**config.mk**
```make
export PLATFORM = sky130hd
export DESIGN_NAME = rpac_obuf
export DESIGN_NICKNAME = d
export VERILOG_FILES = /design/src/sv/rpac_pkg.sv /design/src/sv/rpac_obuf.sv
export SDC_FILE = /design/constraint.sdc
export NUM_CORES = 1
export LEC_CHECK = 0
export BUFFER_PORTS_ARGS = -buffer_cell sky130_fd_sc_hd__buf_2
export CAP_MARGIN = 20
export CORE_ASPECT_RATIO = 0.7
export CORE_MARGIN = 3
export CORE_UTILIZATION = 55
export DETAILED_ROUTE_END_ITERATION = 16
export PLACE_DENSITY = 0.83
export SETUP_SLACK_MARGIN = 0.15
export SKIP_LAST_GASP = 1
export SLEW_MARGIN = 30
export SYNTH_ARGS = -nofsm -noshare
export SYNTH_HDL_FRONTEND = slang
export SYNTH_SLANG_ARGS = --single-unit
```
**constraint.sdc**
```tcl
create_clock -name clk_i -period 18.5 [get_ports clk_i]
set_input_delay 3.7 -clock clk_i [delete_from_list [all_inputs] [get_ports clk_i]]
set_output_delay 3.7 -clock clk_i [all_outputs]
set_load 0.1 [all_outputs]
```
**src/sv/rpac_pkg.sv**
```systemverilog
// Package: shared types, constants and constant tables for the point rotator.
`default_nettype none

package rpac_pkg;

  // Field widths
  localparam int unsigned COORD_W = 32;
  localparam int unsigned DEG_W   = 26;
  localparam int unsigned IN_W    = 160;  // 154 bits of fields, padded to bytes
  localparam int unsigned OUT_W   = 64;

  // Internal widths
  localparam int unsigned OFS_W = COORD_W + 1;    // point minus center
  localparam int unsigned GUARD = 16;             // extra fraction bits in the rotator
  localparam int unsigned SPLIT = 32 - GUARD;     // low part of the gain product
  localparam int unsigned PLO_W = SPLIT + 32;     // low partial product
  localparam int unsigned PHI_W = OFS_W - SPLIT + 32;  // high partial product
  localparam int unsigned PS_W  = PHI_W;          // prescaled magnitude
  localparam int unsigned XY_W  = 51;             // rotator x and y
  localparam int unsigned Z_W   = 33;             // residual phase
  localparam int unsigned PH_W  = 32;             // phase, 2^32 per turn
  localparam int unsigned RX_W  = XY_W - GUARD;   // rounded result before center add
  localparam int unsigned SUM_W = RX_W + 1;

  // Degrees to phase: 360 * 2^FRAC_BITS = DEG_DIV * 2^(FRAC_BITS + 3)
  localparam int unsigned FRAC_BITS = 16;
  localparam int unsigned DEG_DIV   = 45;
  localparam int unsigned DEG_SHIFT = 29 - FRAC_BITS;
  localparam int unsigned DEG_RND   = 22;          // floor of half the divisor after the shift
  localparam int unsigned MAG_W     = DEG_W;
  localparam int unsigned REC_W     = 27;
  localparam logic [REC_W-1:0] DEG_REC = REC_W'((64'd1 << 32) / DEG_DIV);
  localparam int unsigned QM_W  = 21;              // quotient of magnitude by DEG_DIV
  localparam int unsigned REM_W = 7;               // remainder before correction
  localparam int unsigned RMC_W = 6;               // remainder after correction
  localparam int unsigned LUT_W = DEG_SHIFT;

  // Phase fold limits
  localparam logic signed [Z_W-1:0] Z_QTR = Z_W'(64'd1 << 30);
  localparam logic signed [Z_W-1:0] Z_HALF = Z_W'(64'd1 << 31);

  // Saturation limits
  localparam logic signed [SUM_W-1:0] SAT_MAX = SUM_W'(64'sd2147483647);
  localparam logic signed [SUM_W-1:0] SAT_MIN = -SUM_W'(64'sd2147483648);

  typedef logic [LUT_W-1:0] deg_lut_t [DEG_DIV];

  // Phase contribution of the remainder of the magnitude by DEG_DIV
  function automatic deg_lut_t build_deg_lut();
    deg_lut_t   lut;
    logic [31:0] num;
    for (int unsigned i = 0; i < DEG_DIV; i++) begin
      num    = (32'(i) << DEG_SHIFT) + 32'(DEG_RND);
      lut[i] = LUT_W'(num / DEG_DIV);
    end
    return lut;
  endfunction

  localparam deg_lut_t DEG_LUT = build_deg_lut();

  // atan(2^-i) in units of 2^-32 turn
  function automatic logic [31:0] atan_turn(int unsigned i);
    logic [31:0] a;
    unique case (i)
      0:  a = 32'd536870912;
      1:  a = 32'd316933406;
      2:  a = 32'd167458907;
      3:  a = 32'd85004756;
      4:  a = 32'd42667331;
      5:  a = 32'd21354465;
      6:  a = 32'd10679838;
      7:  a = 32'd5340245;
      8:  a = 32'd2670163;
      9:  a = 32'd1335087;
      10: a = 32'd667544;
      11: a = 32'd333772;
      12: a = 32'd166886;
      13: a = 32'd83443;
      14: a = 32'd41722;
      15: a = 32'd20861;
      16: a = 32'd10430;
      17: a = 32'd5215;
      18: a = 32'd2608;
      19: a = 32'd1304;
      20: a = 32'd652;
      21: a = 32'd326;
      22: a = 32'd163;
      23: a = 32'd81;
      24: a = 32'd41;
      25: a = 32'd20;
      26: a = 32'd10;
      27: a = 32'd5;
      28: a = 32'd3;
      29: a = 32'd1;
      30: a = 32'd1;
      default: a = 32'd0;
    endcase
    return a;
  endfunction

  // Inverse CORDIC gain, Q0.32, for a given stage count
  function automatic logic [31:0] inv_gain(int unsigned n);
    logic [31:0] g;
    unique case (n)
      8:  g = 32'd2608158027;
      9:  g = 32'd2608138129;
      10: g = 32'd2608133154;
      11: g = 32'd2608131911;
      12: g = 32'd2608131600;
      13: g = 32'd2608131522;
      14: g = 32'd2608131502;
      15: g = 32'd2608131498;
      default: g = 32'd2608131496;
    endcase
    return g;
  endfunction

  // Item moving down the rotator chain
  typedef struct packed {
    logic signed [XY_W-1:0]    x;
    logic signed [XY_W-1:0]    y;
    logic signed [Z_W-1:0]     z;
    logic signed [COORD_W-1:0] cx;
    logic signed [COORD_W-1:0] cy;
    logic                      flip;
  } rot_t;

  // Finished result
  typedef struct packed {
    logic                ovf;
    logic [COORD_W-1:0]  ry;
    logic [COORD_W-1:0]  rx;
  } res_t;

endpackage

`default_nettype wire

```
**src/sv/rpac_obuf.sv**
```systemverilog
// Output buffer: result register plus one spare entry that frees the pipeline.
`default_nettype none

module rpac_obuf
  import rpac_pkg::*;
(
  input  wire   clk_i,
  input  wire   rst_ni,
  input  wire   push_i,
  input  res_t  res_i,
  input  wire   ready_i,
  output logic  en_o,
  output logic  valid_o,
  output res_t  res_o
);

  logic out_valid_q, out_valid_d;
  logic sp_valid_q, sp_valid_d;
  res_t out_q, out_d;
  res_t sp_q, sp_d;
  logic pop;
  logic push;

  assign en_o = !sp_valid_q;
  assign pop  = out_valid_q && ready_i;
  assign push = push_i && !sp_valid_q;

  // Refill the result register from the spare first, then from the pipeline
  always_comb begin
    out_valid_d = out_valid_q;
    sp_valid_d  = sp_valid_q;
    out_d       = out_q;
    sp_d        = sp_q;
    if (sp_valid_q) begin
      if (pop) begin
        out_d      = sp_q;
        sp_valid_d = 1'b0;
      end
    end else if (!out_valid_q || pop) begin
      out_d       = res_i;
      out_valid_d = push;
    end else if (push) begin
      sp_d       = res_i;
      sp_valid_d = 1'b1;
    end
  end

  // Hold flags
  always_ff @(posedge clk_i or negedge rst_ni) begin
    if (!rst_ni) begin
      out_valid_q <= 1'b0;
      sp_valid_q  <= 1'b0;
    end else begin
      out_valid_q <= out_valid_d;
      sp_valid_q  <= sp_valid_d;
    end
  end

  // Hold payloads
  always_ff @(posedge clk_i) begin
    out_q <= out_d;
    sp_q  <= sp_d;
  end

  assign valid_o = out_valid_q;
  assign res_o   = out_q;

endmodule

`default_nettype wire

```
# --- Word level (Yosys, flattened, before mapping) ---
# Index checks and enable logic that the tools add are counted.
totals:
  register_bits: 132
  inputBits: 69
  output_inout_bits: 67
  elab_cells: 27
op_classes:
  eq_ne: 1
  muxes: 7
  n_bitwise: 2
  reduce_logical: 9
op_table:
  columns: ["operator", "count"]
  rows:
  - ["$mux W65", 3]
  - ["$mux W1", 4]
  - ["$reduce_and A2 Y1", 2]
  - ["$reduce_and A3 Y1", 1]
  - ["$logic_and A1 B1 Y1", 2]
  - ["$logic_not A1 Y1", 2]
  - ["$ne A2 B1 Y1 const B", 1]
  - ["$not A1 Y1", 2]
  - ["$reduce_bool A2 Y1", 1]
  - ["$logic_or A1 B1 Y1", 1]

# --- Logic depth before layout (Yosys ltp) ---
depth:
  depth_word: 5
  ltp_mapped: 4
  depth_no_buf: 2

# --- Worst setup path before layout ---
# No wires, ideal clock.
synth_timing:
  path_kind: "input -> register"
  from: "in ready_i"
  to: "reg out_q (netlist bit res_o[0]), enable pin"
  setup_time_ps: 1058
  arrival_time_ps: 5705
  t_required_ps: 17442
  path_slack_ps: 11737
  cell_stages: 2
  path_buffers: 0
  cell_sequence: "nand2_1 o21ai_0"
synth_via:
  elab_chain_cells: 4
  word_cells_on_any_way: 5
  classes_between: "eq/ne: 1; reduce/logical: 4"
synth_lines:
  columns: ["element", "line", "source"]
  rows:
  - ["from (decl)", "rpac_obuf.sv:11", "input wire ready_i,"]
  - ["$logic_and A1 B1 Y1 *", "rpac_obuf.sv:25", "assign pop = out_valid_q && ready_i;"]
  - ["$logic_or A1 B1 Y1", "rpac_obuf.sv:39", "end else if (!out_valid_q || pop) begin"]
  - ["$reduce_bool A2 Y1 (no line)", null, null]
  - ["$reduce_and A2 Y1 (no line) *", null, null]
  - ["to (signal assigned)", "rpac_obuf.sv:61", "out_q <= out_d;"]
  - ["to (decl)", "rpac_obuf.sv:19", "res_t out_q, out_d;"]
# Every way passes the cells marked *; elsewhere a longest branch is shown, timed or not.
# A chain may end at the register's enable or synchronous reset.

# --- Worst setup path in the final report ---
layout_timing:
  from: "reg out_valid_q (netlist: valid_o)"
  to: "out valid_o"
layout_lines:
  columns: ["element", "line", "source"]
  rows:
  - ["from (decl)", "rpac_obuf.sv:17", "logic out_valid_q, out_valid_d;"]
  - ["from (signal assigned)", "rpac_obuf.sv:54", "out_valid_q <= out_valid_d;"]
  - ["to (decl)", "rpac_obuf.sv:13", "output logic valid_o,"]
# No word-level cell between the ends.

==> impl_metrics.csv <==
group,metric,value,unit
synthesis,yosysMostFrequentCell,"edfxtp_1",
synthesis,async_flop_share,1.515,%
place,gp_congestion,0.7553,
synthesis,synthTopCellsByArea,"edfxtp_1 81%, mux2_2 15%, buf_6 1.9%",
floorplanning,die_w,118.0,um
sta,tightest_slew,0.8831,ns
setup_path,end_kind,"output pin",
global_routing,grt_overflow,0,
sta,hold_viol_final,0,
synthesis,synthTopCellsByCount,"130 x edfxtp_1, 65 x mux2_2, 8 x buf_6",
route,routed_wl,8673,um
sta,clock_skew,0.006668,ns
route,drc,0,
synthesis,ys_types,11,
floorplanning,design.core.area,8175,sq um
finish,drive_above_1_share,61.13,%
synthesis,ys_warn_count,0,
global_routing,grt_usage,17.96,%
run,drv_cap,0,
synthesis,synth-edff-count,130,
setup_path,critPathTopFamily,"flip-flops",
setup_path,start_kind,"register",
finish,n_antenna_cell,0,
sta,timing.slew.headroom,41.12,%
synthesis,avgSynthCellArea,22.66,sq um
outcome,outcome,"complete, no violations",
route,post_drt_wl_per_cell,17.74,um
synthesis,yosysTopAreaCellShare,80.89,%
synthesis,postSynthCellCount,213,
route,vias,2521,
route,ant_nets,0,
finish,area_growth,26.68,%
clock_network,cts_num_sinks,132,
sta,fin_crit_sh,27.43,%
floorplanning,fp.dieArea,9952,sq um
clock_network,clk_path_buf_depth,2,
setup_path,critical-path-max-stage-delay,0.49,ns
synthesis,synth_area_leader_cell,"edfxtp_1",
setup_path,critPathSlowestCell,"dfrtp_1",
sta,tns,0,ns
finish,fin_nets,431,
clock_network,cts_made_buffers,17,
setup_path,worstPathMaxFanout,7,
synthesis,ys.flop_type,"edfxtp_1",
setup_path,critPathRequiredTime,14.80,ns
synthesis,seq_area_frac_synth,81.93,%
sta,fin_crit,5.075,ns
finish,multiInputGateArea,793.3,sq um
floorplanning,start_util,59.03,%
setup_path,crit_type,"register to output pin",
clock_network,cts_hold_buf,0,
setup_path,worstPathCellList,"buf_2",
clock_network,h-tree-depth,4,
clock_network,root_buffer,"clkbuf_16",
floorplanning,die_height,84.37,um
floorplanning,pin_count,136,
route,first_iter_violations,194,
hold_path,hold_path_class,"register to register",
place,dp_hpwl,5547,um
place,portBuffers,135,
sta,rsz0062_at_grt,"false",
global_routing,grt_max_degree,70,
sta,setup_viol,0,
clock_network,clock_latency,0.40,ns
finish,regArea,3955,sq um
sta,final_max_slew_viol_count,0,
clock_network,cts_resized,0,
global_routing,grt_pass1_vias,2552,
route,via_per_inst,5.155,
sta,maxClockFrequency,197.0,MHz
floorplanning,rows,27,
synthesis,synth_nets,282,
setup_path,crit_arrival,1.37,ns
finish,fill_cells,513,
clock_network,cts_tree,"built",
global_routing,grt_first_pass_wirelength,13410,um
global_routing,antenna_found_initial,1,
route,dr.pass1.iters,4,
clock_network,clkTransAtPathRegs,0.05,ns
synthesis,synth-seq-cells,132,
clock_network,cts_setup_buffers,0,
synthesis,netlist_area,4826,sq um
setup_path,crit_buf_inv,1,
-- cell type report --
class,instances,share of cell area (%)
Sequential cell,132,64.70
Multi-Input combinational cell,72,12.98
Timing Repair Buffer,138,11.63
Clock buffer,21,7.204
Tap cell,116,2.374
Clock inverter,9,1.064
Inverter,1,0.06140
-- cells by family (layout without fill, tap and decap cells) --
family                 Yosys count  in the layout  share of synthesized area [%]
buffers and inverters            9            169                          1.945
muxes                           65             65                          15.17
AOI/OAI and AO/OA                4              4                         0.4926
and+or+nand+nor                  3              3                         0.4667
DFF                            132            132                          81.93
-- cells in the final DEF (no fill, tap or decap), drive strengths merged --
master,count
o21ai,1
nand2,1
and4bb,1
a21oi,2
inv,1
mux2,65
buf,138
a22o,1
bufinv,1
nand2b,1
clkinv,8
clkbuf,21
edfxtp,130
dfrtp,2
-- worst paths after layout --
| check | start | depth (start not counted) | slack, ns | end |
|---|---|---|---|---|
| max in group asynchronous | rst_ni | 1 | 15.31 | sp_valid_q |
| setup reg to reg | sp_valid_q | 3 | 16.00 | res_o[16] |
| hold reg to reg | sp_q[11] | 1 | 0.54 | res_o[11] |
| hold / removal | sp_q[11] | 1 | 0.54 | res_o[11] |
| setup / recovery | valid_o | 1 | 13.43 | valid_o |
| min in group asynchronous | rst_ni | 1 | 3.08 | valid_o |
-- sequential cells by signal, summed over array words and instances, names as in the netlist --
signal,count
res_o,65
sp_q,65
sp_valid_q,1
valid_o,1
-- routing by layer --
layer  GRT usage [%]  up-vias  part of all wire (%)
met4           6.383        2                  0.36
met5               0        -                  0.20
met1           23.45     1245                    44
met3           8.822        4                   8.5
li1                -     1151                     -
met2           26.49      119                    47
-- stage by stage --
stage / instances / hold slack (ns) / cell area (sq um) / utilization, % / worst slack (ns)
after floorplan: 213 / 0.5231 / 4826 / - / 11.74
after global placement: 458 / 0.5278 / 5588 / 68.35 / 13.25
after detailed placement: 458 / 0.5315 / 5588 / 68.35 / 13.24
after CTS: 488 / 0.5464 / 6093 / 74.53 / 13.41
after global routing: 489 / 0.5634 / 6113 / 74.78 / 13.37
final: 489 / 0.5438 / 6113 / 74.78 / 13.43
Power is not shown: default switching activity piles up to over one toggle a cycle in this logic, so the estimate is an artifact.
