## src/sv/rpac_pkg.sv

```systemverilog
// Package: shared types, constants and constant tables for the point rotator.
`default_nettype none

package rpac_pkg;

  // Field widths
  localparam int unsigned COORD_W = 32;
  localparam int unsigned DEG_W   = 26;
  localparam int unsigned IN_W    = 160;  // 154 bits of fields, padded to bytes
  localparam int unsigned OUT_W   = 64;

  // Internal widths
  localparam int unsigned OFS_W = COORD_W + 1;    // point minus center
  localparam int unsigned GUARD = 16;             // extra fraction bits in the rotator
  localparam int unsigned SPLIT = 32 - GUARD;     // low part of the gain product
  localparam int unsigned PLO_W = SPLIT + 32;     // low partial product
  localparam int unsigned PHI_W = OFS_W - SPLIT + 32;  // high partial product
  localparam int unsigned PS_W  = PHI_W;          // prescaled magnitude
  localparam int unsigned XY_W  = 51;             // rotator x and y
  localparam int unsigned Z_W   = 33;             // residual phase
  localparam int unsigned PH_W  = 32;             // phase, 2^32 per turn
  localparam int unsigned RX_W  = XY_W - GUARD;   // rounded result before center add
  localparam int unsigned SUM_W = RX_W + 1;

  // Degrees to phase: 360 * 2^FRAC_BITS = DEG_DIV * 2^(FRAC_BITS + 3)
  localparam int unsigned FRAC_BITS = 16;
  localparam int unsigned DEG_DIV   = 45;
  localparam int unsigned DEG_SHIFT = 29 - FRAC_BITS;
  localparam int unsigned DEG_RND   = 22;          // floor of half the divisor after the shift
  localparam int unsigned MAG_W     = DEG_W;
  localparam int unsigned REC_W     = 27;
  localparam logic [REC_W-1:0] DEG_REC = REC_W'((64'd1 << 32) / DEG_DIV);
  localparam int unsigned QM_W  = 21;              // quotient of magnitude by DEG_DIV
  localparam int unsigned REM_W = 7;               // remainder before correction
  localparam int unsigned RMC_W = 6;               // remainder after correction
  localparam int unsigned LUT_W = DEG_SHIFT;

  // Phase fold limits
  localparam logic signed [Z_W-1:0] Z_QTR = Z_W'(64'd1 << 30);
  localparam logic signed [Z_W-1:0] Z_HALF = Z_W'(64'd1 << 31);

  // Saturation limits
  localparam logic signed [SUM_W-1:0] SAT_MAX = SUM_W'(64'sd2147483647);
  localparam logic signed [SUM_W-1:0] SAT_MIN = -SUM_W'(64'sd2147483648);

  typedef logic [LUT_W-1:0] deg_lut_t [DEG_DIV];

  // Phase contribution of the remainder of the magnitude by DEG_DIV
  function automatic deg_lut_t build_deg_lut();
    deg_lut_t   lut;
    logic [31:0] num;
    for (int unsigned i = 0; i < DEG_DIV; i++) begin
      num    = (32'(i) << DEG_SHIFT) + 32'(DEG_RND);
      lut[i] = LUT_W'(num / DEG_DIV);
    end
    return lut;
  endfunction

  localparam deg_lut_t DEG_LUT = build_deg_lut();

  // atan(2^-i) in units of 2^-32 turn
  function automatic logic [31:0] atan_turn(int unsigned i);
    logic [31:0] a;
    unique case (i)
      0:  a = 32'd536870912;
      1:  a = 32'd316933406;
      2:  a = 32'd167458907;
      3:  a = 32'd85004756;
      4:  a = 32'd42667331;
      5:  a = 32'd21354465;
      6:  a = 32'd10679838;
      7:  a = 32'd5340245;
      8:  a = 32'd2670163;
      9:  a = 32'd1335087;
      10: a = 32'd667544;
      11: a = 32'd333772;
      12: a = 32'd166886;
      13: a = 32'd83443;
      14: a = 32'd41722;
      15: a = 32'd20861;
      16: a = 32'd10430;
      17: a = 32'd5215;
      18: a = 32'd2608;
      19: a = 32'd1304;
      20: a = 32'd652;
      21: a = 32'd326;
      22: a = 32'd163;
      23: a = 32'd81;
      24: a = 32'd41;
      25: a = 32'd20;
      26: a = 32'd10;
      27: a = 32'd5;
      28: a = 32'd3;
      29: a = 32'd1;
      30: a = 32'd1;
      default: a = 32'd0;
    endcase
    return a;
  endfunction

  // Inverse CORDIC gain, Q0.32, for a given stage count
  function automatic logic [31:0] inv_gain(int unsigned n);
    logic [31:0] g;
    unique case (n)
      8:  g = 32'd2608158027;
      9:  g = 32'd2608138129;
      10: g = 32'd2608133154;
      11: g = 32'd2608131911;
      12: g = 32'd2608131600;
      13: g = 32'd2608131522;
      14: g = 32'd2608131502;
      15: g = 32'd2608131498;
      default: g = 32'd2608131496;
    endcase
    return g;
  endfunction

  // Item moving down the rotator chain
  typedef struct packed {
    logic signed [XY_W-1:0]    x;
    logic signed [XY_W-1:0]    y;
    logic signed [Z_W-1:0]     z;
    logic signed [COORD_W-1:0] cx;
    logic signed [COORD_W-1:0] cy;
    logic                      flip;
  } rot_t;

  // Finished result
  typedef struct packed {
    logic                ovf;
    logic [COORD_W-1:0]  ry;
    logic [COORD_W-1:0]  rx;
  } res_t;

endpackage

`default_nettype wire

```

## src/sv/rpac_post.sv

```systemverilog
// Back end: undo the half-turn fold, round, add the center and saturate.
`default_nettype none

module rpac_post
  import rpac_pkg::*;
(
  input  wire   clk_i,
  input  wire   rst_ni,
  input  wire   en_i,
  input  wire   valid_i,
  input  rot_t  rot_i,
  output logic  valid_o,
  output res_t  res_o
);

  localparam logic signed [XY_W-1:0] HALF_LSB = XY_W'(1 << (GUARD - 1));

  logic                      va_q, vb_q;
  logic signed [XY_W-1:0]    xa_q, ya_q;
  logic signed [COORD_W-1:0] cxa_q, cya_q, cxb_q, cyb_q;
  logic signed [RX_W-1:0]    xb_q, yb_q;

  logic signed [XY_W-1:0]    xr, yr;
  logic signed [SUM_W-1:0]   sx, sy;
  logic                      ovx, ovy;

  // Round away the guard bits
  always_comb begin
    xr = (xa_q + HALF_LSB) >>> GUARD;
    yr = (ya_q + HALF_LSB) >>> GUARD;
  end

  // Add the center and clamp
  always_comb begin
    sx  = SUM_W'(xb_q) + SUM_W'(cxb_q);
    sy  = SUM_W'(yb_q) + SUM_W'(cyb_q);
    ovx = (sx > SAT_MAX) || (sx < SAT_MIN);
    ovy = (sy > SAT_MAX) || (sy < SAT_MIN);
    if (sx > SAT_MAX) begin
      res_o.rx = COORD_W'(SAT_MAX);
    end else if (sx < SAT_MIN) begin
      res_o.rx = COORD_W'(SAT_MIN);
    end else begin
      res_o.rx = COORD_W'(sx);
    end
    if (sy > SAT_MAX) begin
      res_o.ry = COORD_W'(SAT_MAX);
    end else if (sy < SAT_MIN) begin
      res_o.ry = COORD_W'(SAT_MIN);
    end else begin
      res_o.ry = COORD_W'(sy);
    end
    res_o.ovf = ovx || ovy;
  end

  // Advance valid flags
  always_ff @(posedge clk_i or negedge rst_ni) begin
    if (!rst_ni) begin
      va_q <= 1'b0;
      vb_q <= 1'b0;
    end else if (en_i) begin
      va_q <= valid_i;
      vb_q <= va_q;
    end
  end

  // Advance payloads
  always_ff @(posedge clk_i) begin
    if (en_i) begin
      xa_q  <= rot_i.flip ? -rot_i.x : rot_i.x;
      ya_q  <= rot_i.flip ? -rot_i.y : rot_i.y;
      cxa_q <= rot_i.cx;
      cya_q <= rot_i.cy;
      xb_q  <= RX_W'(xr);
      yb_q  <= RX_W'(yr);
      cxb_q <= cxa_q;
      cyb_q <= cya_q;
    end
  end

  assign valid_o = vb_q;

endmodule

`default_nettype wire

```

## config.mk

```make
export PLATFORM = sky130hd
export DESIGN_NAME = rpac_post
export DESIGN_NICKNAME = d
export VERILOG_FILES = /design/src/sv/rpac_pkg.sv /design/src/sv/rpac_post.sv
export SDC_FILE = /design/constraint.sdc
export NUM_CORES = 1
export LEC_CHECK = 0
export BUFFER_PORTS_ARGS = -buffer_cell sky130_fd_sc_hd__buf_2
export CORE_AREA = 2 2 152 229
export DETAILED_ROUTE_END_ITERATION = 6
export DIE_AREA = 0 0 154 231
export GPL_TIMING_DRIVEN = 1
export PLACE_DENSITY = 0.66
export SLEW_MARGIN = 20
export SYNTH_ARGS = -nofsm -noshare
export SYNTH_HDL_FRONTEND = slang
export SYNTH_SLANG_ARGS = --single-unit
```

## constraint.sdc

```tcl
create_clock -name clk_i -period 7.69 [get_ports clk_i]
set_clock_uncertainty 0.15 [all_clocks]
set_input_delay 0.3845 -clock clk_i [delete_from_list [all_inputs] [get_ports clk_i]]
set_output_delay 0.3845 -clock clk_i [all_outputs]
set_load 0.02 [all_outputs]
```

# After elaboration in Yosys (flattened, before gate mapping)
# Index checks and enable logic that the tools add are counted.
# word_totals
reg_bits	302
in_bits	204
elab_cells	29
output_inout_bits	66
# op_classes
n_reduce_logical	3
add_sub_neg	6
n_mux	6
magnitude_cmp	4
# ops
cell	n
32-bit 2-to-1 mux	4
51-bit by 17-bit adder with 51-bit output (second input constant)	2
51-bit 2-to-1 mux	2
51-bit negation	2
35-bit by 32-bit adder with 36-bit output	2
36-bit by 32-bit greater-than comparator with 1-bit output (second input constant)	2
36-bit by 32-bit < comparator with 1-bit output (second input constant)	2
1-bit logical OR	3

# Longest topological paths before layout
# logic_depth
depth_word	4
ltp_mapped	14
mapped_depth_nobuf	13

# Least setup slack after synthesis
# No wires, ideal clock.
# synth_path
path_type	input-to-reg
startpoint	input rot_i[160] in the netlist's numbering
endpoint	register xa_q[39] (data pin)
cell_stages	12
setup_slack_ns	3.740
setup_time_ns	0.262
arrival_time_ns	3.538
path_cell_list	nor4_1 nand4_1 or4b_4 nor4_4 or4b_1 buf_2 or4_4 or3_1 or2_1 buf_2 o31ai_1 xnor2_1
# synth_between
elab_chain_cells	2
# synth_rtl
item	line_no	rtl
start, declared	rpac_post.sv:11	input rot_t rot_i,
51-bit negation	rpac_post.sv:70	xa_q <= rot_i.flip ? -rot_i.x : rot_i.x;
51-bit 2-to-1 mux	rpac_post.sv:70	
end signal, assigned	rpac_post.sv:70	
end, declared	rpac_post.sv:19	logic signed [XY_W-1:0] xa_q, ya_q;
# No other way between the ends.
# A chain may end at the register's enable or synchronous reset.

==> flow_summary.ini <==
[pwr]
power_per_cell_area_nw_per_um2 = 231
power.total_w = 0.00433
power_frac_clock_pct = 32.7
pwr-share-comb_pct = 24.5
p_leak_nw = 7.22
ir_worst_vdd_uv = 141
pwr-share-seq_pct = 42.8
power.share.switching_pct = 28.8
p_sw_w = 0.00125
intPower_w = 0.00308

[yosys]
yosysMostFrequentCell = edfxtp_1
syn_avg_cell_area_um2 = 11.6
syn_nets = 1563
synth_top_area_cell = edfxtp_1
synth_area_leaders = edfxtp_1, xnor2_1, ha_1
synth_top_flop_cell = edfxtp_1
synthArstFlopShare_pct = 0.735
synth-seq-cells = 272
synth_seq_area_share_pct = 54.6
synth_common_cells = edfxtp_1, xnor2_1, o21ai_0, nand2_1
synth_area_um2 = 14900
ys_types = 66
yosysWarningCount = 0
synth_top_area_share_pct = 54.3
synth_edf_count = 270
syn_inst = 1285

[critical_path]
worstSetupStartpointType = register
r2r-start = xa_q[23]
cp_cell_sequence = ha_1, inv_1, fa_1, nand2b_1, a211oi_1, nor3b_1, o21ai_0, o21ba_2, o21ai_0, a311oi_1, a31oi_2, buf_4, a31o_2, buf_2
reg2reg_slack_ns = 4.68
cp_slowest_stage_delay_ns = 0.66
r2r_cells = 10
crit_path_end_kind = output port
critPathSlowestCell = a311oi_1
cp_top_family = compound AO/OA/AOI/OAI gates
worst_path_most_repeated_cell = o21ai_0
worst-endpoint-required_ns = 7.16
critPathMaxFanout = 21
rr_endpoint = xb_q[33]
arrival_ns = 5.15
cp_num_buf_inv = 3
critPathKind = register to output port

[detailed_routing]
drt_iter0_drc = 406
drt-total-wl_um = 32400
dr.pass1.iters = 4
wl_per_cell_um = 15.5
ant_nets = 0
drc_errors = 0
vias_per_cell = 5.21
dr_total_vias = 10900

[global_route]
grt_overflow = 0
grt_max_degree = 149
grt_antenna_before_repair = 7
grt_pass1_wl_um = 52000
grt_usage_pct = 18.0
grt_pass1_vias = 11000

[clocking]
ctsHoldBuffers = 116
cts_tree = built
cts_setup_buffers = 0
cts_root_buf = clkbuf_16
cts_buffers = 27
cts_htree_levels = 1
clock-sinks = 272
clock_latency_ns = 0.55
ctsResizeCount = 0
path_clk_slew_ns = 0.06
cts_buffer_depth = 3

[timing]
fmax_mhz = 176
setup_viol = 0
fin_ws_ns = 2.00
period_minus_slack_ns = 5.69
rsz0062_at_grt = false
fin_setup_tns_ns = 0
maxSlewHeadroom_pct = 36.9
drv_slew = 0
finalHoldViolCount = 0
fin_crit_sh_pct = 74.0
worst_pin_slew_ns = 0.946

[placement]
placed_cells = 1915
dpl_worst_slack_ns = 2.56
port_buffers = 236
dp_hpwl_um = 24100
place.gp.congestion = 0.897

[floorplanning]
start_util_pct = 44.3
io_pins = 270
die-area_um2 = 35600
die_width_um = 154
coreArea_um2 = 33800
rows = 83
die_y_um = 231

[outcome]
outcome = finished, final reports clean

[final_layout]
layout.nets = 1914
regArea_um2 = 8160
final_cells = 2087
multi_input_area_um2 = 6580
fill_cells = 2805
layout-drive-gt1-share_pct = 18.9
area_delta_synth_final_pct = 25.7

[worst_hold_path]
hp-start = rot_i[119]
hp-class = input port to register
min_path_cells = 2
whs_endpoint = ya_q[21]

[job]
cap_violations = 0
[sequential cells by signal (all words and copies together), names as in the netlist, 32 cells and up]
register / flops
xb_q: 35
cya_q: 32
cyb_q: 32
ya_q: 36
xa_q: 36
cxa_q: 32
yb_q: 35
cxb_q: 32
[metal layers]
layer / wire [µm] / vias to the layer above / global-route usage, %
met2: 18000 / 255 / 36.0
met5: 24 / - / 0
met1: 12000 / 5037 / 18.8
met3: 1200 / 67 / 2.37
li1: - / 5514 / -
met4: 1140 / 4 / 6.95
[how the worst max path moves through the flow]
stage                to  startpoint  depth (start not counted)
3_5_place_dp   res_o[7]     xb_q[0]                         15
4_1_cts        res_o[7]     xb_q[0]                         15
3_3_place_gp   res_o[7]     xb_q[0]                         14
2_1_floorplan  xa_q[39]  rot_i[160]                         12
5_1_grt        res_o[7]     xb_q[0]                         15
6_report       res_o[2]     xb_q[0]                         14
[stage by stage]
stage	utilization, %	cell area (µm²)	hold slack (ns)
after detailed placement	49.2	16600	0.0197
after floorplan	-	14900	-0.0611
after CTS	55.5	18700	0.0000301
after global routing	55.6	18800	0.00605
after global placement	49.2	16600	0.0185
final	55.6	18800	0.0245
[cell type report]
cell class / instances / share of cell area (%)
diodes: 5 / 0.0666
clock buffers: 29 / 3.64
clock inverters: 21 / 1.57
inverters: 30 / 0.600
multi-input cells: 948 / 35.0
flip-flops and latches: 272 / 43.4
well taps: 425 / 2.83
repair buffers: 357 / 12.8
[cell families after synthesis]
kind of cell,Yosys count,share of synthesized area [%]
buf+inv,65,1.65
mux,3,0.218
simple gates,359,12.5
flops,272,54.6
xor+xnor,199,11.7
fa+ha+maj,74,6.30
compound gates,313,13.1
[power groups by stage]
stage                     logic, W  clock network, W  registers (W)
after detailed placement   0.00101                 0        0.00189
after floorplan           0.000686                 0        0.00187
after global routing       0.00117           0.00151        0.00187
final                      0.00106           0.00142        0.00185
after global placement    0.000998                 0        0.00188
after CTS                  0.00106           0.00146        0.00186
[worst reg2reg max path, cell delays in order (launching register included)]
cell	delay [ns]
edfxtp_1	0.41
and3_1	0.19
and3_1	0.20
nand4_1	0.13
nor2_1	0.31
and3_1	0.28
and3_1	0.27
nor2b_1	0.26
and4_1	0.29
nand4_1	0.13
xnor2_1	0.15
[cells in the final DEF (no fill, tap or decap), drive strengths merged, types with 5 or more instances in the layout]
master       synthesis  routed
nand2b              19      19
o211ai               9       9
xnor2              153     153
buf                  3     241
or4                  7       7
o21ai              102     102
o41ai                6       6
a211oi               8       8
o21bai               5       5
nand3               45      45
nor3                13      13
a31oi                8       8
nor4                13      13
o31ai               17      17
nand2               97      97
xor2                46      46
nor2b               15      15
bufinv               0       6
nor2                57      57
inv                 30      32
clkinv               0      10
o21a                 5       5
ha                  72      72
diode                0       5
and2                 7       7
dlygate4sd3          0     116
edfxtp             270     270
or3                 11      11
clkbuf              32      29
a21o                55      55
a21oi               72      72
and3                28      28
or2                 11      11
nand4               22      22
Note: power is estimated with default switching activity, not from simulation.
