## src/sv/rpac_pkg.sv

```systemverilog
// Package: shared types, constants and constant tables for the point rotator.
`default_nettype none

package rpac_pkg;

  // Field widths
  localparam int unsigned COORD_W = 32;
  localparam int unsigned DEG_W   = 26;
  localparam int unsigned IN_W    = 160;  // 154 bits of fields, padded to bytes
  localparam int unsigned OUT_W   = 64;

  // Internal widths
  localparam int unsigned OFS_W = COORD_W + 1;    // point minus center
  localparam int unsigned GUARD = 16;             // extra fraction bits in the rotator
  localparam int unsigned SPLIT = 32 - GUARD;     // low part of the gain product
  localparam int unsigned PLO_W = SPLIT + 32;     // low partial product
  localparam int unsigned PHI_W = OFS_W - SPLIT + 32;  // high partial product
  localparam int unsigned PS_W  = PHI_W;          // prescaled magnitude
  localparam int unsigned XY_W  = 51;             // rotator x and y
  localparam int unsigned Z_W   = 33;             // residual phase
  localparam int unsigned PH_W  = 32;             // phase, 2^32 per turn
  localparam int unsigned RX_W  = XY_W - GUARD;   // rounded result before center add
  localparam int unsigned SUM_W = RX_W + 1;

  // Degrees to phase: 360 * 2^FRAC_BITS = DEG_DIV * 2^(FRAC_BITS + 3)
  localparam int unsigned FRAC_BITS = 16;
  localparam int unsigned DEG_DIV   = 45;
  localparam int unsigned DEG_SHIFT = 29 - FRAC_BITS;
  localparam int unsigned DEG_RND   = 22;          // floor of half the divisor after the shift
  localparam int unsigned MAG_W     = DEG_W;
  localparam int unsigned REC_W     = 27;
  localparam logic [REC_W-1:0] DEG_REC = REC_W'((64'd1 << 32) / DEG_DIV);
  localparam int unsigned QM_W  = 21;              // quotient of magnitude by DEG_DIV
  localparam int unsigned REM_W = 7;               // remainder before correction
  localparam int unsigned RMC_W = 6;               // remainder after correction
  localparam int unsigned LUT_W = DEG_SHIFT;

  // Phase fold limits
  localparam logic signed [Z_W-1:0] Z_QTR = Z_W'(64'd1 << 30);
  localparam logic signed [Z_W-1:0] Z_HALF = Z_W'(64'd1 << 31);

  // Saturation limits
  localparam logic signed [SUM_W-1:0] SAT_MAX = SUM_W'(64'sd2147483647);
  localparam logic signed [SUM_W-1:0] SAT_MIN = -SUM_W'(64'sd2147483648);

  typedef logic [LUT_W-1:0] deg_lut_t [DEG_DIV];

  // Phase contribution of the remainder of the magnitude by DEG_DIV
  function automatic deg_lut_t build_deg_lut();
    deg_lut_t   lut;
    logic [31:0] num;
    for (int unsigned i = 0; i < DEG_DIV; i++) begin
      num    = (32'(i) << DEG_SHIFT) + 32'(DEG_RND);
      lut[i] = LUT_W'(num / DEG_DIV);
    end
    return lut;
  endfunction

  localparam deg_lut_t DEG_LUT = build_deg_lut();

  // atan(2^-i) in units of 2^-32 turn
  function automatic logic [31:0] atan_turn(int unsigned i);
    logic [31:0] a;
    unique case (i)
      0:  a = 32'd536870912;
      1:  a = 32'd316933406;
      2:  a = 32'd167458907;
      3:  a = 32'd85004756;
      4:  a = 32'd42667331;
      5:  a = 32'd21354465;
      6:  a = 32'd10679838;
      7:  a = 32'd5340245;
      8:  a = 32'd2670163;
      9:  a = 32'd1335087;
      10: a = 32'd667544;
      11: a = 32'd333772;
      12: a = 32'd166886;
      13: a = 32'd83443;
      14: a = 32'd41722;
      15: a = 32'd20861;
      16: a = 32'd10430;
      17: a = 32'd5215;
      18: a = 32'd2608;
      19: a = 32'd1304;
      20: a = 32'd652;
      21: a = 32'd326;
      22: a = 32'd163;
      23: a = 32'd81;
      24: a = 32'd41;
      25: a = 32'd20;
      26: a = 32'd10;
      27: a = 32'd5;
      28: a = 32'd3;
      29: a = 32'd1;
      30: a = 32'd1;
      default: a = 32'd0;
    endcase
    return a;
  endfunction

  // Inverse CORDIC gain, Q0.32, for a given stage count
  function automatic logic [31:0] inv_gain(int unsigned n);
    logic [31:0] g;
    unique case (n)
      8:  g = 32'd2608158027;
      9:  g = 32'd2608138129;
      10: g = 32'd2608133154;
      11: g = 32'd2608131911;
      12: g = 32'd2608131600;
      13: g = 32'd2608131522;
      14: g = 32'd2608131502;
      15: g = 32'd2608131498;
      default: g = 32'd2608131496;
    endcase
    return g;
  endfunction

  // Item moving down the rotator chain
  typedef struct packed {
    logic signed [XY_W-1:0]    x;
    logic signed [XY_W-1:0]    y;
    logic signed [Z_W-1:0]     z;
    logic signed [COORD_W-1:0] cx;
    logic signed [COORD_W-1:0] cy;
    logic                      flip;
  } rot_t;

  // Finished result
  typedef struct packed {
    logic                ovf;
    logic [COORD_W-1:0]  ry;
    logic [COORD_W-1:0]  rx;
  } res_t;

endpackage

`default_nettype wire

```

## src/sv/rpac_cell.sv

```systemverilog
// Rotator cell: one CORDIC micro-rotation, registered toward the next cell.
`default_nettype none

module rpac_cell
  import rpac_pkg::*;
#(
  parameter int unsigned IDX = 0
) (
  input  wire   clk_i,
  input  wire   rst_ni,
  input  wire   en_i,
  input  wire   valid_i,
  input  rot_t  rot_i,
  output logic  valid_o,
  output rot_t  rot_o
);

  localparam logic [31:0] ATAN = atan_turn(IDX);
  localparam logic signed [Z_W-1:0] ATAN_Z = Z_W'(ATAN);

  logic                   valid_q;
  rot_t                   rot_q;
  rot_t                   rot_d;
  logic signed [XY_W-1:0] xs, ys;

  // Turn toward zero residual phase
  always_comb begin
    xs    = $signed(rot_i.x) >>> IDX;
    ys    = $signed(rot_i.y) >>> IDX;
    rot_d = rot_i;
    if (!rot_i.z[Z_W-1]) begin
      rot_d.x = rot_i.x - ys;
      rot_d.y = rot_i.y + xs;
      rot_d.z = rot_i.z - ATAN_Z;
    end else begin
      rot_d.x = rot_i.x + ys;
      rot_d.y = rot_i.y - xs;
      rot_d.z = rot_i.z + ATAN_Z;
    end
  end

  // Hold valid flag
  always_ff @(posedge clk_i or negedge rst_ni) begin
    if (!rst_ni) begin
      valid_q <= 1'b0;
    end else if (en_i) begin
      valid_q <= valid_i;
    end
  end

  // Hand payload to the next cell
  always_ff @(posedge clk_i) begin
    if (en_i) begin
      rot_q <= rot_d;
    end
  end

  assign valid_o = valid_q;
  assign rot_o   = rot_q;

endmodule

`default_nettype wire

```

## config.mk

```make
export PLATFORM = sky130hd
export DESIGN_NAME = rpac_cell
export DESIGN_NICKNAME = d
export VERILOG_FILES = /design/src/sv/rpac_pkg.sv /design/src/sv/rpac_cell.sv
export SDC_FILE = /design/constraint.sdc
export NUM_CORES = 1
export LEC_CHECK = 0
export ABC_AREA = 1
export BUFFER_PORTS_ARGS = -buffer_cell sky130_fd_sc_hd__buf_2
export CAP_MARGIN = 20
export CORE_AREA = 2 2 285 231
export CTS_CLUSTER_SIZE = 30
export DETAILED_ROUTE_END_ITERATION = 8
export DIE_AREA = 0 0 287 233
export SYNTH_ARGS = -nofsm -noshare
export SYNTH_HDL_FRONTEND = slang
export SYNTH_SLANG_ARGS = --single-unit
export TNS_END_PERCENT = 20
```

## constraint.sdc

```tcl
create_clock -name clk_i -period 2.8 [get_ports clk_i]
set_clock_uncertainty 0.2 [all_clocks]
set_input_delay 0.42 -clock clk_i [delete_from_list [all_inputs] [get_ports clk_i]]
set_output_delay 0.42 -clock clk_i [all_outputs]
set_load 0.1 [all_outputs]
```

==> After elaboration in Yosys (flattened, before gate mapping) <==
Cells that the tools add are included.
Widths: inputs -> output; s select.
{ "op_classes": {"n_addsub": 5, "mux": 1} }
{ "ops": {"columns": ["cell", "count"], "rows": [
  ["$mux 135", 1],
  ["$sub 51x51->51", 2],
  ["$add 51x51->51", 1],
  ["$add 33x31->33 const B", 1],
  ["$sub 33x31->33 const B", 1]
]} }
{ "word_totals": {"inputBits": 204, "out_inout_bits": 201, "regBits": 201, "wordCells": 13} }

==> Longest topological paths before layout <==
Gate-level depths: netlist of the first run.
{ "depth": {"depth_word": 2, "ltp_mapped": 18, "depth_no_buf": 17} }

==> Worst setup path after synthesis of the first run <==
Ideal clock, no wire load.
{ "synth_path": {"path_kind": "input -> register", "startpoint": "input port rot_i[149] (netlist bit)", "endpoint": "register rot_q (netlist bit rot_o[197]), data pin", "setup_ps": 254, "arrival_ps": 1936, "setup_slack_ps": 411, "required_ps": 2346, "path_stages": 13, "n_path_buf": 0, "cell_sequence": "inv_1 -> ha_1 -> fa_1 -> o21bai_1 -> nand2_1 -> nand2_1 -> nand2_1 -> nand2_1 -> nand2_1 -> nand3_1 -> nand2_1 -> nand3_1 -> nand2_1"} }
{ "synth_lines": {"columns": ["element", "line_no", "source"], "rows": [
  ["start, declared", "rpac_cell.sv:13", "input rot_t rot_i,"],
  ["end signal, assigned", "rpac_cell.sv:54", "rot_q <= rot_d;"],
  ["end, declared", "rpac_cell.sv:22", "rot_t rot_q;"]
]} }

==> qor.yml, run 1 <==
sta:
  timing.slew.headroom_pct: 61.8
  fin_crit_ns: 2.66
  final_setup_tns_ns: 0
  worstMarginPinSlew_ns: 0.567
  fmax_ghz: 0.377
  finalSetupViolCount: 0
  fin_ws_ns: 0.144
  timing.final.hold_violations: 0
  grt_setup_unrepaired: "no"
  timing_max_transition_violations_final: 0
  fin_crit_sh_pct: 94.9
floorplan:
  core_sq_um: 63800
  core.rowCount: 83
  die_h_um: 233
  top_level_ports: 405
  die_w_um: 287
  starting_utilization_of_the_core_area_pct: 29.9
  design.die.area_sq_um: 66900
cts:
  clock_latency_reported_for_the_late_side_of_the_worst_skew_pair_ns: 0.50
  htreeDepth: 4
  numCtsBuffers: 17
  clock_path_buffers: 2
  cts-root-buf: "clkbuf_16"
  clock_sink_count: 200
  cts_hold_repair.buffers: 98
  clk_slew_on_worst_s_h_paths_ns: 0.09
  tritoncts: "yes"
  post_cts_buffers: 0
  post_cts.resized_instances: 0
final_layout:
  area_delta_synth_final_pct: 40.5
  most-common-layout-cells: "865 x nand2_1, 482 x inv_1, 449 x buf_4"
  layout_commonest_cell: "nand2_1"
  layout.nets: 4103
  drive_gt1_share_pct: 25.8
synthesis:
  ys.flop_type: "edfxtp_1"
  synth_edf_count: 199
  synth_seq_cells: 200
  syn_area_per_cell_sq_um: 6.73
  yosys_synthesis_warning_count: 0
  synth_seq_area_share_pct: 31.5
  synth_cells: 2835
  netlist_area_sq_um: 19100
  netlist-cell-type-count: 46
  syn-num-nets: 3195
  synth_async_sr_flop_share_pct: 0.500
pwr:
  p_sw_share_pct: 49.4
  cellPowerDensity_nw_per_um2: 502
  seqPwrFrac_pct: 28.5
  power.internal_mw: 6.81
  pwr-share-clk_pct: 19.6
  share_comb_of_total_power_pct: 51.9
  static-leakage-power_nw: 14.1
  vdd_drop_max_mv: 0.501
  power.net_switching_mw: 6.64
setup_path:
  critical_path.reg2reg.startpoint: "valid_o"
  crit_path_max_fanout: 7
  critical_path.max_stage_delay_ns: 0.54
  worst_ep_arrival_ns: 2.82
  worstPathRequired_ns: 2.97
  cpMostUsedCell: "nand2_1"
  crit_type: "in -> reg"
  reg2reg_depth: 1
  critPathLaunchType: "primary input"
  worst_setup_slack_for_register_to_register_paths_ns: 1.85
  reg_to_reg_critical_path_endpoint: "valid_o"
  timing.critical_path.to_type: "register"
  crit_slowest_cell: "ha_1"
  critical_path.cell_chain: "buf_2 -> inv_1 -> ha_1 -> nand2_1 -> nor2_1 -> nand3_1 -> nand3_1 -> nand2_1 -> nand2_1 -> o21ai_0 -> o21ai_0 -> buf_4"
hold_path:
  min_delay_path_depth: 2
  hp-start: "rot_i[95]"
  hold_end: "rot_o[95]"
  hold_path_class: "in -> reg"
outcome:
  run_status: "completed"
global_routing:
  grt_pass1_wl_um: 124000
  gr-total-overflow: 0
  number_of_global_route_vias_before_repair: 21004
  antenna_violations_before_repair: 7
  grt.total_usage_pct: 25.0
  pin_count_of_the_biggest_net_entering_global_routing: 97
placed_design:
  pre_cts_ws_ns: -0.296
  finalWeightedCongestion: 1.02
  dp.final_hpwl_um: 71800
  portBuffers: 404
route:
  post-route-drc-count: 0
  route.detailed.vias_per_inst: 4.81
  drt_first_iter_violations: 2009
  antenna_left: 0
  wl_per_cell_um: 18.5
  drtPass1Iterations: 5
  wl_um: 85100
  via_count: 22166
flow_run:
  drv.max_cap_violation_count: 0
synthesized netlist by cell type (4+ instances only):
cell | number | area share, %
nor2_1 | 208 | 4.1
o21ai_1 | 10 | 0.26
nand4_1 | 46 | 1.5
xor2_1 | 29 | 1.3
nor2_4 | 4 | 0.24
o211ai_1 | 5 | 0.20
buf_2 | 13 | 0.34
nand2_4 | 5 | 0.30
fa_1 | 4 | 0.42
o22ai_1 | 12 | 0.39
nor2_2 | 23 | 0.75
nand3_2 | 4 | 0.21
ha_1 | 152 | 10
nor4_1 | 4 | 0.13
inv_2 | 9 | 0.18
nand2_2 | 10 | 0.33
o21bai_1 | 27 | 1.1
inv_1 | 482 | 9.5
o21ai_0 | 161 | 4.2
or2_2 | 4 | 0.13
a21oi_1 | 195 | 5.1
buf_4 | 29 | 1.1
edfxtp_1 | 199 | 31
and2_1 | 9 | 0.30
nand2_1 | 865 | 17
buf_6 | 11 | 0.65
nor3_2 | 9 | 0.47
clkbuf_1 | 12 | 0.24
nand3_1 | 256 | 6.7
nor3_1 | 9 | 0.24
how the worst max path moves through the flow:
| stage | from | endpoint | slack [ns] | depth (start not counted) |
|---|---|---|---|---|
| floorplan | rot_i[149] | rot_o[197] | 0.41 | 13 |
| global placement | rot_i[137] | rot_o[199] | -0.27 | 12 |
| detailed placement | rot_i[106] | rot_o[167] | -0.30 | 12 |
| CTS | rot_i[106] | rot_o[167] | 0.25 | 12 |
| global route | rot_i[106] | rot_o[167] | 0.02 | 12 |
| finish | rot_i[105] | rot_o[167] | 0.14 | 12 |
final cells by class:
cell class	count	area [sq um]
Multi-Input combinational cell	2075	10800
Sequential cell	200	6000
Timing Repair Buffer	957	6520
Tap cell	850	1060
Clock inverter	14	171
Antenna cell	3	7.51
Clock buffer	18	429
Inverter	492	1850
Fill cell	6712	37000
per-layer routing:
| layer | track usage (%) | share of wire [%] | vias to the layer above |
|---|---|---|---|
| met5 | 0 | 0.053 | - |
| met1 | 33.0 | 44 | 10200 |
| li1 | - | - | 10933 |
| met3 | 4.88 | 8.2 | 125 |
| met2 | 40.0 | 44 | 902 |
| met4 | 9.96 | 3.3 | 6 |
worst max-delay path: cells and delay by family:
family / cells / cell delay (ns)
AOI/OAI and AO/OA: 2 / 0.44
adders and majority gates: 1 / 0.54
buffers and inverters: 3 / 0.32
and+or+nand+nor: 6 / 1.09
power groups by stage:
stage          combinational (mW)  clock [mW]  sequential, mW
2_1_floorplan                2.07           0            6.27
3_3_place_gp                 6.76           0            3.91
3_5_place_dp                 6.77           0            3.90
4_1_cts                      6.90        2.76            3.84
5_1_grt                      7.39        2.84            3.86
6_report                     6.97        2.64            3.83
cells by family after synthesis:
logic type | synth area share [%]
AOI/OAI and AO/OA | 11.8
xor gates and xnor gates | 1.33
adders and majority gates | 10.4
buffers and inverters | 12.1
DFF | 31.5
muxes | 0.0590
and+or+nand+nor | 32.9
flip-flops by register name (all words and copies together) (netlist names):
name and flops:
valid_o 1, rot_o 199
per-stage QoR:
step | hold WS (ns) | power (mW) | cell area [sq um] | std cells | util, %
after floorplan | -0.0756 | 8.35 | 19100 | 2835 | -
final | 0.105 | 13.4 | 26800 | 4609 | 42.0
after global routing | 0.108 | 14.1 | 26800 | 4609 | 42.0
after detailed placement | -0.00294 | 10.7 | 25200 | 4476 | 39.5
after CTS | 0.0591 | 13.5 | 26800 | 4606 | 42.0
after global placement | -0.00498 | 10.7 | 25200 | 4476 | 39.5
Power figures use the tool's default switching activity.
==> inputs of run 2 (changes only) <==
--- a/config.mk
+++ b/config.mk
@@ -8,10 +8,10 @@
 export ABC_AREA = 1
 export BUFFER_PORTS_ARGS = -buffer_cell sky130_fd_sc_hd__buf_2
 export CAP_MARGIN = 20
-export CORE_AREA = 2 2 285 231
+export CORE_AREA = 2 2 256 258
 export CTS_CLUSTER_SIZE = 30
 export DETAILED_ROUTE_END_ITERATION = 8
-export DIE_AREA = 0 0 287 233
+export DIE_AREA = 0 0 258 260
 export SYNTH_ARGS = -nofsm -noshare
 export SYNTH_HDL_FRONTEND = slang
 export SYNTH_SLANG_ARGS = --single-unit
==> qor.yml, run 2 (same netlist as run 1, synthesis figures left out) <==
outcome:
  run_status: "completed"
cts:
  post_cts_buffers: 0  # unchanged
  post_cts.resized_instances: 0  # unchanged
  clock_path_buffers: 2  # unchanged
  cts_hold_repair.buffers: 98  # unchanged
  tritoncts: "yes"
  numCtsBuffers: 17  # unchanged
  clock_latency_reported_for_the_late_side_of_the_worst_skew_pair_ns: 0.50  # about the same
  htreeDepth: 4  # unchanged
  clock_sink_count: 200  # unchanged
  clk_slew_on_worst_s_h_paths_ns: 0.08  # about the same
  cts-root-buf: "clkbuf_16"
floorplan:
  top_level_ports: 405  # unchanged
  design.die.area_sq_um: 67100  # +0.31%
  core.rowCount: 93  # +12%
  starting_utilization_of_the_core_area_pct: 29.7  # -0.16 points
  core_sq_um: 64100  # +0.55%
  die_h_um: 260  # +12%
  die_w_um: 258  # -10%
sta:
  final_setup_tns_ns: 0  # unchanged
  timing.slew.headroom_pct: 59.3  # -2.5 points
  fin_crit_sh_pct: 95.0  # +0.14 points
  fin_crit_ns: 2.66  # +0.00402 ns
  timing_max_transition_violations_final: 0  # unchanged
  finalSetupViolCount: 0  # unchanged
  fmax_ghz: 0.376  # -0.15%
  hold_slack_ns: 0.108  # +0.00343 ns
  grt_setup_unrepaired: "no"
  timing.final.hold_violations: 0  # unchanged
  worstMarginPinSlew_ns: 0.604  # +0.0368 ns
setup_path:
  worst_ep_arrival_ns: 2.72  # -0.10 ns
  reg2reg_depth: 1  # unchanged
  crit_type: "in -> reg"
  reg_to_reg_critical_path_endpoint: "valid_o"
  critical_path.reg2reg.startpoint: "valid_o"
  crit_path_max_fanout: 6  # -1
  worstPathRequired_ns: 2.86  # -0.11 ns
  timing.critical_path.to_type: "register"
  worst_setup_slack_for_register_to_register_paths_ns: 1.83  # -0.02 ns
  critPathLaunchType: "primary input"
hold_path:
  min_delay_path_depth: 2  # unchanged
  hold_end: "rot_o[95]"
  hold_path_class: "in -> reg"
  hp-start: "rot_i[95]"
final_layout:
  drive_gt1_share_pct: 26.6  # +0.77 points
  layout.nets: 4141  # +0.93%
  fillCellCount: 6723  # +0.16%
  layout_commonest_cell: "nand2_1"
  most-common-layout-cells: "865 x nand2_1, 483 x buf_4, 482 x inv_1"
  max_ffs_per_register: 199  # unchanged
  area_delta_synth_final_pct: 42.6
global_routing:
  antenna_violations_before_repair: 12  # +5
  grt.met3_usage_pct: 3.88  # -1.0 points
  top_usage_layer: "met2"
  gr-total-overflow: 0  # unchanged
  number_of_global_route_vias_before_repair: 21626  # +3.0%
  grt_pass1_wl_um: 124000  # +0.63%
  use_met1_pct: 29.3  # -3.6 points
  grt.total_usage_pct: 24.7  # -0.24 points
  met2_usage_pct: 43.2  # +3.1 points
  pin_count_of_the_biggest_net_entering_global_routing: 97  # unchanged
route:
  route.detailed.vias_per_inst: 4.73  # -1.7%
  antenna_left: 0  # unchanged
  post-route-drc-count: 0  # unchanged
  wl_per_cell_um: 18.2  # -1.6%
  drt_first_iter_violations: 1476  # -27%
  via_count: 22013  # -0.69%
  wl_um: 84500  # -0.67%
  drtPass1Iterations: 5  # unchanged
pwr:
  power.internal_mw: 6.89  # +1.3%
  power.net_switching_mw: 6.71  # +1.1%
  p_sw_share_pct: 49.3  # about the same
  seqPwrFrac_pct: 28.1  # -0.4 points
  static-leakage-power_nw: 14.3  # +1.6%
  pwr-share-clk_pct: 20.6  # +1.0 points
  cellPowerDensity_nw_per_um2: 500  # -0.32%
  share_comb_of_total_power_pct: 51.3  # -0.6 points
  vdd_drop_max_mv: 0.331  # -34%
placed_design:
  dp.final_hpwl_um: 71700  # about the same
  portBuffers: 404  # unchanged
  finalWeightedCongestion: 1.02  # -0.30%
flow_run:
  drv.max_cap_violation_count: 0  # unchanged
run 2: cell count changes in the layout (fill, tap and decap cells not counted):
cell,before,now
clkbuf_1,1,0
inv_16,0,3
diode_2,3,5
buf_12,7,11
clkinvlp_4,1,0
inv_8,2,3
inv_12,1,2
buf_4,449,483
clkinv_4,2,0
inv_6,3,2
run 2: worst max path at each step:
stage	from	end	slack (ns)	cells after the start
4_1_cts	rot_i[121]	rot_o[177]	0.20	16
2_1_floorplan	rot_i[149]	rot_o[197]	0.41	13
5_1_grt	rot_i[123]	rot_o[177]	0.003	15
3_3_place_gp	rot_i[123]	rot_o[177]	-0.38	15
6_report	rot_i[121]	rot_o[177]	0.14	16
3_5_place_dp	rot_i[121]	rot_o[177]	-0.34	16
run 2: cell type report:
type	count	area, sq um	share of cell area, %
multi-input cells	2075	10800	39.6
inverters	492	1850	6.80
well taps	855	1070	3.93
flip-flops and latches	200	6000	22.1
clock buffers	17	425	1.56
repair buffers	995	6850	25.2
clock inverters	15	225	0.828
diodes	5	12.5	0.0460
run 2: critical path: stages:
cell	delay (ns)
buf_2	0.16
inv_1	0.06
ha_1	0.34
buf_4	0.18
nor2_1	0.14
inv_1	0.07
nor2_2	0.12
buf_4	0.12
nand2_1	0.08
nor3_1	0.44
nand2_1	0.17
nand3_1	0.10
nand2_1	0.06
nand3_1	0.06
o21ai_1	0.06
buf_4	0.13
run 2: power groups by stage:
stage / combinational, mW / clock (mW) / sequential, mW
finish: 6.97 / 2.80 / 3.82
global route: 7.40 / 2.98 / 3.85
CTS: 6.93 / 2.89 / 3.83
detailed placement: 6.80 / 0 / 3.89
global placement: 6.78 / 0 / 3.89
floorplan: 2.07 / 0 / 6.27
run 2: metal layers:
layer | vias up | part of all wire, %
met4 | 6 | 5.1
met2 | 786 | 48
met3 | 170 | 6.1
li1 | 11013 | -
met5 | - | 0.040
met1 | 10038 | 41
run 2: stage by stage:
step / instances / util (%) / setup WS (ns) / total power, mW / cell area [sq um]
floorplan: 2835 / - / 0.411 / 8.35 / 19100
global placement: 4519 / 39.8 / -0.376 / 10.7 / 25500
detailed placement: 4519 / 39.8 / -0.344 / 10.7 / 25500
CTS: 4649 / 42.4 / 0.197 / 13.6 / 27200
global route: 4654 / 42.4 / 0.00316 / 14.2 / 27200
finish: 4654 / 42.4 / 0.140 / 13.6 / 27200
==> inputs of run 3 (changes only) <==
==> config.mk (replaced) <==
export PLATFORM = sky130hd
export DESIGN_NAME = rpac_cell
export DESIGN_NICKNAME = d
export VERILOG_FILES = /design/src/sv/rpac_pkg.sv /design/src/sv/rpac_cell.sv
export SDC_FILE = /design/constraint.sdc
export NUM_CORES = 1
export LEC_CHECK = 0
export BUFFER_PORTS_ARGS = -buffer_cell sky130_fd_sc_hd__buf_2
export CAP_MARGIN = 20
export CORE_AREA = 2 2 233 235
export CTS_CLUSTER_SIZE = 30
export DETAILED_ROUTE_END_ITERATION = 8
export DIE_AREA = 0 0 235 237
export SYNTH_ARGS = -nofsm -noshare
export SYNTH_HDL_FRONTEND = slang
export SYNTH_SLANG_ARGS = --single-unit
export TNS_END_PERCENT = 5
==> qor.yml, run 3 <==
synthesis:
  yosys_synthesis_warning_count: 0  # unchanged
  netlist_area_sq_um: 15900  # -17%
  netlist-cell-type-count: 86  # +87%
  synth_seq_area_share_pct: 37.8  # +6.4 points
  synth_edf_count: 199  # unchanged
  synth_cells: 1707  # -40%
  syn_area_per_cell_sq_um: 9.29  # +38%
  ys.flop_type: "edfxtp_1"
  synth_seq_cells: 200  # unchanged
  yosysTopAreaCellShare_pct: 37.7  # +6.3 points
  yosysTopAreaCell: "edfxtp_1"
  synth_async_sr_flop_share_pct: 0.500  # unchanged
  synth.most_common_cell: "a21oi_1"
  synthTopCellsByCount: "206 x a21oi_1, 199 x edfxtp_1, 153 x inv_1, 152 x ha_1, 140 x nor2_1"
  synth_top_cells_by_area: "edfxtp_1 38%, ha_1 12%, a21oi_1 6.5%"
  syn-num-nets: 2067  # -35%
cts:
  cts-root-buf: "clkbuf_16"
  clock_sink_count: 200  # unchanged
  htreeDepth: 4  # unchanged
  clock_path_buffers: 2  # unchanged
  tritoncts: "yes"
  numCtsBuffers: 17  # unchanged
  clk_slew_on_worst_s_h_paths_ns: 0.08  # about the same
  clock_latency_reported_for_the_late_side_of_the_worst_skew_pair_ns: 0.48  # -0.02 ns
route:
  drtPass1Iterations: 6  # +1
  route.detailed.vias_per_inst: 5.13  # +8.5%
  antenna_left: 0  # unchanged
  post-route-drc-count: 0  # unchanged
  drt_first_iter_violations: 1380  # -6.5%
  wl_per_cell_um: 20.6  # +13%
  wl_um: 72100  # -15%
  via_count: 17985  # -18%
sta:
  timing.slew.headroom_pct: 36.5  # -23 points
  fin_crit_sh_pct: 112  # +17 points
  finalSetupViolCount: 59  # +59
  fin_ws_ns: -0.342  # -0.482 ns
  timing_max_transition_violations_final: 0  # unchanged
  worstMarginPinSlew_ns: 0.953  # +0.348 ns
  timing.final.hold_violations: 0  # unchanged
  final_setup_tns_ns: -10.87  # -10.87 ns
  fmax_ghz: 0.318  # -15%
  grt_setup_unrepaired: "yes"
  hold_slack_ns: 0.104  # -0.00390 ns
  fin_crit_ns: 3.14  # +0.482 ns
setup_path:
  path_depth: 14  # -2
  crit_slowest_cell: "o21ai_0"
  reg2reg_depth: 1  # unchanged
  critical_path.cell_chain: "buf_2 -> inv_1 -> ha_1 -> buf_6 -> buf_4 -> a21oi_1 -> o21ai_0 -> a211oi_1 -> o211ai_1 -> a211oi_1 -> or2_4 -> or3_4 -> a31oi_2 -> xnor2_1"
  cpMostUsedCell: "a211oi_1"
  worst_ep_arrival_ns: 3.18  # +0.46 ns
  critical_path_buf_inv_count: 4  # -2
  timing.critical_path.to_type: "register"
  worstPathRequired_ns: 2.84  # -0.02 ns
  critical_path.max_stage_delay_ns: 0.52  # +0.08 ns
  critPathLaunchType: "primary input"
  cp_top_family: "compound AO/OA/AOI/OAI gates"
  crit_path_max_fanout: 9  # +3
  crit_type: "in -> reg"
floorplan:
  die_w_um: 235  # -8.9%
  die_h_um: 237  # -8.8%
  starting_utilization_of_the_core_area_pct: 29.8  # about the same
  design.die.area_sq_um: 55700  # -17%
  core_sq_um: 53300  # -17%
  top_level_ports: 405  # unchanged
  core.rowCount: 85  # -8.6%
final_layout:
  layout_commonest_cell: "buf_4"
  drive_gt1_share_pct: 45.6  # +19 points
  post-route-cell-area_sq_um: 26200  # -3.8%
  layout.nets: 3154  # -24%
  max_ffs_per_register: 199  # unchanged
  area_delta_synth_final_pct: 64.9
  finished_layout_cells: 3506  # -25%
  most-common-layout-cells: "632 x buf_4, 400 x buf_2, 199 x edfxtp_1"
placed_design:
  finalWeightedCongestion: 0.965  # -5.2%
  place.detailed.instances: 3366  # -26%
  dp.final_hpwl_um: 57800  # -19%
  post_dp_cell_area_sq_um: 23500  # -7.9%
  portBuffers: 404  # unchanged
global_routing:
  grt_pass1_wl_um: 107000  # -14%
  number_of_global_route_vias_before_repair: 17828  # -18%
  antenna_violations_before_repair: 7  # -5
  pin_count_of_the_biggest_net_entering_global_routing: 71  # -27%
  grt.total_usage_pct: 25.0  # +0.30 points
  gr-total-overflow: 0  # unchanged
outcome:
  violations: "negative setup slack"
  run_status: "complete, but fails checks"
pwr:
  cellPowerDensity_nw_per_um2: 536  # +7.2%
  vdd_drop_max_mv: 0.520  # +57%
  static-leakage-power_nw: 11.9  # -17%
  power.total_mw: 14.0  # +3.2%
hold_path:
  min_delay_path_depth: 2  # unchanged
  hold_path_class: "in -> reg"
flow_run:
  drv.max_cap_violation_count: 0  # unchanged
[run 3: final timing paths]
check | to | slack, ns | start
worst max-delay path | rot_o[195] | -0.34 | rot_i[121]
worst min-delay path | rot_o[95] | 0.10 | rot_i[95]
worst max register to register | valid_o | 1.85 | valid_o
worst min register to register | valid_o | 0.33 | valid_o
max in group asynchronous | valid_o | 1.72 | rst_ni
min in group asynchronous | valid_o | 0.58 | rst_ni
[run 3: through the flow]
| step | setup slack, ns | util (%) |
|---|---|---|
| 3_3_place_gp | -1.20 | 44.1 |
| 5_1_grt | -0.413 | 49.1 |
| 4_1_cts | -0.310 | 48.1 |
| 3_5_place_dp | -1.18 | 44.1 |
| 2_1_floorplan | -0.320 | - |
| 6_report | -0.342 | 49.1 |
[run 3: cell type report]
cell class                      instances  area (sq um)
Antenna cell                            3          7.51
Clock buffer                           18           429
Clock inverter                         14           158
Fill cell                            5028         27100
Inverter                              158           603
Multi-Input combinational cell       1270         10100
Sequential cell                       200          6000
Tap cell                              696           871
Timing Repair Buffer                 1147          7970
[run 3: cell families (layout without fill, tap and decap cells)]
kind of cell,after synthesis,after routing,share of synthesized area (%)
muxes,21,21,1.33
xor gates and xnor gates,97,97,5.36
DFF,200,200,37.8
AOI/OAI and AO/OA,593,593,24.6
adders and majority gates,156,156,12.5
and+or+nand+nor,403,403,12.4
buffers and inverters,237,1337,5.99
other,0,3,0
[run 3: per-layer routing]
| metal | up-vias | track usage, % | part of all wire [%] |
|---|---|---|---|
| li1 | 8450 | - | - |
| met1 | 8699 | 34.9 | 45 |
| met2 | 732 | 40.1 | 46 |
| met3 | 96 | 3.73 | 6.3 |
| met4 | 8 | 7.38 | 2.5 |
| met5 | - | 0 | 0.079 |
[run 3: what timing repair did]
item	in CTS	in global routing
setup buffers	5	2
hold buffers	98	0
setup endpoints to repair	69	76
hold endpoints to repair	97	0
pin swaps	33	23
gates resized for setup	113	96
[run 3: power by group]
part / internal, mW / switching, mW
combinational: 2.33 / 5.17
clock: 1.20 / 1.39
sequential: 3.79 / 0.154
total: 7.32 / 6.71
